$ cat src/hdl/bmf_pkg.sv
// Package for the 2-D box mean filter: sizes, widths, state codes, command/status structs.
// Used by bmf_ctrl, bmf_datapath and box_mean_filter_2d_core.
`timescale 1ns / 1ps
`default_nettype none
package bmf_pkg;
    localparam int MAX_WIDTH  = 1024;
    localparam int MAX_RADIUS = 9;
    localparam int PIXEL_BITS = 16;
    localparam int MAX_HEIGHT = 1024;
    localparam int RING_DEPTH = 2 * MAX_RADIUS + 1;
    localparam int SPAN_MAX   = 2 * MAX_RADIUS;
    localparam int LINE_DEPTH = SPAN_MAX * MAX_WIDTH;
    localparam int COL_BITS   = $clog2(MAX_WIDTH);
    localparam int ROW_BITS   = $clog2(MAX_HEIGHT);
    localparam int LINE_ABITS = $clog2(LINE_DEPTH);
    localparam int SLOT_BITS  = $clog2(SPAN_MAX);
    localparam int RING_BITS  = $clog2(RING_DEPTH);
    localparam int CSUM_BITS  = PIXEL_BITS + $clog2(RING_DEPTH);
    localparam int WSUM_BITS  = CSUM_BITS + $clog2(RING_DEPTH);
    localparam int AREA_BITS  = 2 * $clog2(RING_DEPTH + 1);
    localparam int QUOT_BITS  = WSUM_BITS;
    localparam int DIV_CNT_BITS = $clog2(QUOT_BITS + 1);

    localparam logic [1:0] REG_WIDTH  = 2'd0;
    localparam logic [1:0] REG_HEIGHT = 2'd1;
    localparam logic [1:0] REG_RADIUS = 2'd2;

    localparam logic [2:0] ST_IDLE  = 3'd0;
    localparam logic [2:0] ST_READ  = 3'd1;
    localparam logic [2:0] ST_ACCUM = 3'd2;
    localparam logic [2:0] ST_DIV   = 3'd3;
    localparam logic [2:0] ST_OUT   = 3'd4;

    typedef struct packed {
        logic load;     // capture pixel
        logic accum;    // update sums and stores
        logic div_start;
        logic div_step;
        logic restart;
    } t_cmd;

    typedef struct packed {
        logic emit;     // this pixel produces a result
        logic div_done;
    } t_status;
endpackage
`default_nettype wire

$ cat src/hdl/bmf_ctrl.sv
// Controller for the box mean filter: sequences read, accumulate, divide, output.
// Depends on bmf_pkg.
`timescale 1ns / 1ps
`default_nettype none
module bmf_ctrl (
    input  wire logic            i_clk,
    input  wire logic            i_rst_n,
    input  wire logic            i_valid,
    input  wire logic            i_cfg_we,
    input  wire logic            i_out_stall,
    input  wire bmf_pkg::t_status i_status,
    output logic                 o_stall,
    output logic                 o_valid,
    output bmf_pkg::t_cmd        o_cmd
);
    logic [2:0] r_state, n_state;

    always_ff @(posedge i_clk) begin
        if (!i_rst_n) begin
            r_state <= bmf_pkg::ST_IDLE;
        end else begin
            r_state <= n_state;
        end
    end

    always_comb begin
        n_state = r_state;
        o_cmd   = '0;
        o_cmd.restart = i_cfg_we;
        o_stall = 1'b1;
        o_valid = 1'b0;
        case (r_state)
            bmf_pkg::ST_IDLE: begin
                o_stall = 1'b0;
                if (i_valid) begin
                    o_cmd.load = 1'b1;
                    n_state = bmf_pkg::ST_READ;
                end
            end
            bmf_pkg::ST_READ: n_state = bmf_pkg::ST_ACCUM;
            bmf_pkg::ST_ACCUM: begin
                o_cmd.accum = 1'b1;
                if (i_status.emit) begin
                    n_state = bmf_pkg::ST_DIV;
                end else begin
                    n_state = bmf_pkg::ST_IDLE;
                end
            end
            bmf_pkg::ST_DIV: begin
                o_cmd.div_step = 1'b1;
                if (i_status.div_done) begin
                    n_state = bmf_pkg::ST_OUT;
                end
            end
            bmf_pkg::ST_OUT: begin
                o_valid = 1'b1;
                if (!i_out_stall) begin
                    n_state = bmf_pkg::ST_IDLE;
                end
            end
            default: n_state = bmf_pkg::ST_IDLE;
        endcase
        o_cmd.div_start = (r_state == bmf_pkg::ST_ACCUM) && i_status.emit;
    end
endmodule
`default_nettype wire

$ cat config.mk
export PLATFORM = sky130hd
export DESIGN_NAME = bmf_ctrl
export DESIGN_NICKNAME = d
export VERILOG_FILES = /design/src/hdl/bmf_pkg.sv /design/src/hdl/bmf_ctrl.sv
export SDC_FILE = /design/constraint.sdc
export NUM_CORES = 1
export LEC_CHECK = 0
export BUFFER_PORTS_ARGS = -buffer_cell sky130_fd_sc_hd__buf_4
export CORE_AREA = 2 2 39 41
export CTS_BUF_LIST = sky130_fd_sc_hd__clkbuf_4 sky130_fd_sc_hd__clkbuf_8 sky130_fd_sc_hd__clkbuf_16
export DETAILED_ROUTE_END_ITERATION = 16
export DIE_AREA = 0 0 41 43
export SLEW_MARGIN = 20
export SYNTH_ARGS = -nofsm -noshare
export SYNTH_HDL_FRONTEND = slang
export SYNTH_SLANG_ARGS = --single-unit
$ cat constraint.sdc
create_clock -name i_clk -period 1.2 [get_ports i_clk]
set_input_delay 0.12 -clock i_clk [delete_from_list [all_inputs] [get_ports i_clk]]
set_output_delay 0.12 -clock i_clk [all_outputs]
set_load 0.02 [all_outputs]
== After elaboration in Yosys (flattened, before gate mapping) ==
Index checks and enable logic that the tools add are counted.

* Register bits after elaboration: 3
* Bits of input ports: 7
* Output and inout port bits: 7
* Logic and storage cells: 22

* Eq/ne operators: 7
* Muxes and demuxes: 11
* Reductions and logical operators: 3

{| class="wikitable"
|+ Operator list
! operator !! count
|-
| one-hot mux 3 bit (5 select lines) || 1
|-
| two-way mux 3 bit || 3
|-
| equality test 3 x 2 -> 1 bit (second input constant) || 2
|-
| two-way mux 1 bit || 6
|-
| != test 2 bit (second input constant) || 3
|-
| equality test 3 x 1 -> 1 bit (second input constant) || 1
|-
| equality test 3 bit (second input constant) || 1
|-
| zero test 3 bit || 1
|-
| AND reduction 3 bit || 1
|-
| two-way mux 2 bit || 1
|-
| logical AND 1 bit || 1
|}

== Longest topological paths before layout ==
* Depth after elaboration: 3
* Mapped depth: 4
* Gate-level depth less buffers: 3

== Worst setup path before layout ==
Ideal clock, no wire load.

* Path type: register to output
* From: register r_state[1]
* To: output port o_cmd[2] in the netlist's numbering
* Arrival: 1360 ps
* Required time: 1080 ps
* Slack: -280 ps
* Cell stages (with the launch flop): 4
* Buffers on the path: 1
* Cells stage by stage: dfxtp_1 > clkbuf_2 > nor3b_1 > and2_1

{| class="wikitable"
|+ RTL lines
! item !! line !! text
|-
| start: declaration || bmf_ctrl.sv:16 || <nowiki>logic [2:0] r_state, n_state;</nowiki>
|-
| start signal: assignment || bmf_ctrl.sv:20 || <nowiki>r_state <= bmf_pkg::ST_IDLE;</nowiki>
|-
| start signal: assignment || bmf_ctrl.sv:22 || <nowiki>r_state <= n_state;</nowiki>
|-
| end: declaration || bmf_ctrl.sv:14 || <nowiki>output bmf_pkg::t_cmd o_cmd</nowiki>
|}

==> impl_metrics.yaml <==
critical_path:
  setup.worst_path.start_class: "register"
  crit_fanout: 3
  cp.arrival_ns: 1.18
  r2r_cells: 4
  end_kind: "primary output"
  critical_path_class: "reg2out"
  crit_required_ns: 1.08
routing:
  wl_um: 581
  met2_length_um: 252
  ant_nets: 0
  first_iter_violations: 3
  highest_layer: "met3"
  via_count: 234
  drc: 0
  wl_met1_um: 260
  met3WireLength_um: 69
  dr.pass1.iters: 2
  vias_per_cell: 3.97
  avgRoutedWirePerCell_um: 9.85
floorplanning:
  die_width_um: 41
  dieArea_um2: 1760
  die_height_um: 43
  coreArea_um2: 1380
  placement_rows: 14
  initial_utilization: 0.147
  ios: 14
global_routing:
  grt_pass1_vias: 255
  grt_max_degree: 7
  grt_usage: 0.0952
  grt_pass1_wl_um: 1060
  grt_overflow: 0
  antenna_found_initial: 0
pwr:
  ir_worst_vdd_v: 0.000565
  powerDensity_nw_per_um2: 1220
  leakage_uw: 0.000182
clock_tree:
  clk_latency_ns: 0.23
  postCtsHoldBufs: 0
  cts_tree: "done"
  htreeDepth: 1
  clk_pin_slew_worst_paths_ns: 0.04
  cts_sinks: 3
  numCtsBuffers: 3
  clk_path_buf_depth: 2
  clockRootBuffer: "clkbuf_4"
finish:
  largest_reg_flops: 3
  syn2layout_area_growth_pct: 103
  drive_gt1_frac: 0.721
  fin_area_um2: 414
  final_cell_count_no_fill: 59
  diodes: 0
  final_nets: 51
  top_register: "r_state"
  reg_top3: "r_state x3"
run_status:
  violations: "negative setup slack"
  status: "finished, violations left"
sta:
  skew_ns: 0.00184
  finalCritPeriodShare: 1.08
  drv_slew: 0
  rsz0062_at_grt: "yes"
  hold_ws_ns: 0.102
  hold_viol: 0
  max_slew_margin: 0.863
  final.setup.worst_slack_ns: -0.0998
  tns_ns: -0.255
  setup_violations: 4
  worst_slew_pin_slew_ns: 0.205
  fmaxAchievable_mhz: 769
  period_minus_slack_ns: 1.30
synthesis:
  seq_area_frac_synth: 0.294
  netlist_area_um2: 204
  yosys-top-cells-area: "dfxtp_1 (29%), and2_1 (6.1%), nand2b_1 (6.1%)"
  synth_fp_nets: 32
  ys_ff_latch: 3
  syn_avg_cell_area_um2: 8.16
  yosysWarnings: 0
  synth_top_cell_by_area: "dfxtp_1"
  synth_cells: 25
  ys_types: 17
  netlist.area_leader.share: 0.294
place:
  dpl-instance-area_um2: 317
  dp_cells: 52
  portBuffers: 11
  dp_hpwl_um: 420
  gp_congestion: 0.677
worst_hold_path:
  hold_path.class: "in2reg"
  min_path_cells: 2
flow_run:
  drv_cap: 0
==> synth_stat cells <==
master and n:
nand2b_1 2, nor2_1 3, inv_1 1, clkbuf_2 1, buf_4 1, a21oi_1 2
or3_4 1, o211ai_1 1, nor3b_1 1, nand2_1 2, o21ai_2 1, o22a_2 1
a311oi_1 1, dfxtp_1 3, and2_1 2, and3b_2 1, mux2i_1 1
==> metrics by stage <==
stage | setup WS (ns) | power (uW) | utilization
global placement | 0.113 | 259 | 0.229
finish | -0.0998 | 504 | 0.299
global route | -0.157 | 550 | 0.299
CTS | -0.105 | 508 | 0.290
detailed placement | 0.0961 | 260 | 0.229
floorplan | -0.0312 | 206 | -
==> worst max-delay path, cell delays in order (launching register included) <==
cell	delay [ns]
dfxtp_4	0.33
or3_4	0.41
nor2_4	0.09
buf_6	0.12
==> cells by family (layout without fill, tap and decap cells) <==
group | Yosys count | count (layout) | synth area share
muxes | 1 | 1 | 0.0491
buffers and inverters | 3 | 21 | 0.0797
AOI/OAI and AO/OA | 6 | 6 | 0.221
DFF | 3 | 3 | 0.294
and+or+nand+nor | 12 | 12 | 0.356
==> cell type report <==
class	count	area [um2]
flip-flops and latches	3	66.3
clock buffers	4	30.0
fillers	153	970
well taps	16	20.0
inverters	1	3.75
repair buffers	16	143
multi-input cells	19	151
==> path summary, 6_finish.rpt <==
kind                           start                      end  slack (ns)
max          r_state[2]$_SDFFE_PN0P_                 o_cmd[4]        -0.1
min                      i_status[0]  r_state[1]$_SDFFE_PN0P_        0.10
max reg2reg  r_state[2]$_SDFFE_PN0P_  r_state[2]$_SDFFE_PN0P_        0.06
min reg2reg  r_state[1]$_SDFFE_PN0P_  r_state[1]$_SDFFE_PN0P_        0.58
==> cell usage in the layout (no fill, tap or decap) <==
cell type   n
dfxtp_4     1
buf_4      10
nor3b_4     1
buf_6       6
and2_4      2
nand2_1     2
mux2i_1     1
and3b_2     1
inv_1       1
a311oi_1    1
a21oi_1     2
nor2_4      1
dfxtp_2     2
or3_4       1
nand2b_1    2
clkbuf_4    4
o211ai_1    1
o22a_2      1
nor2_1      2
o21ai_2     1
==> repair_timing <==
item / 4_1_cts / 5_1_grt
setup buffers: 3 / 0
gates cloned: 0 / 0
pin swaps: 1 / 1
endpoints found under the setup margin: 4 / 6
resized for setup: 11 / 3
==> where the power goes <==
group	switching, uW	internal [uW]
Sequential	11.3	111
Combinational	78.3	102
Clock	54.1	147
==> metal layers <==
metal | vias to the layer above | track usage
li1 | 123 | -
met1 | 100 | 0.118
met2 | 11 | 0.113
met3 | 0 | 0.0838
met4 | 0 | 0.0400
met5 | - | 0
(Power assumes the default switching activity.)
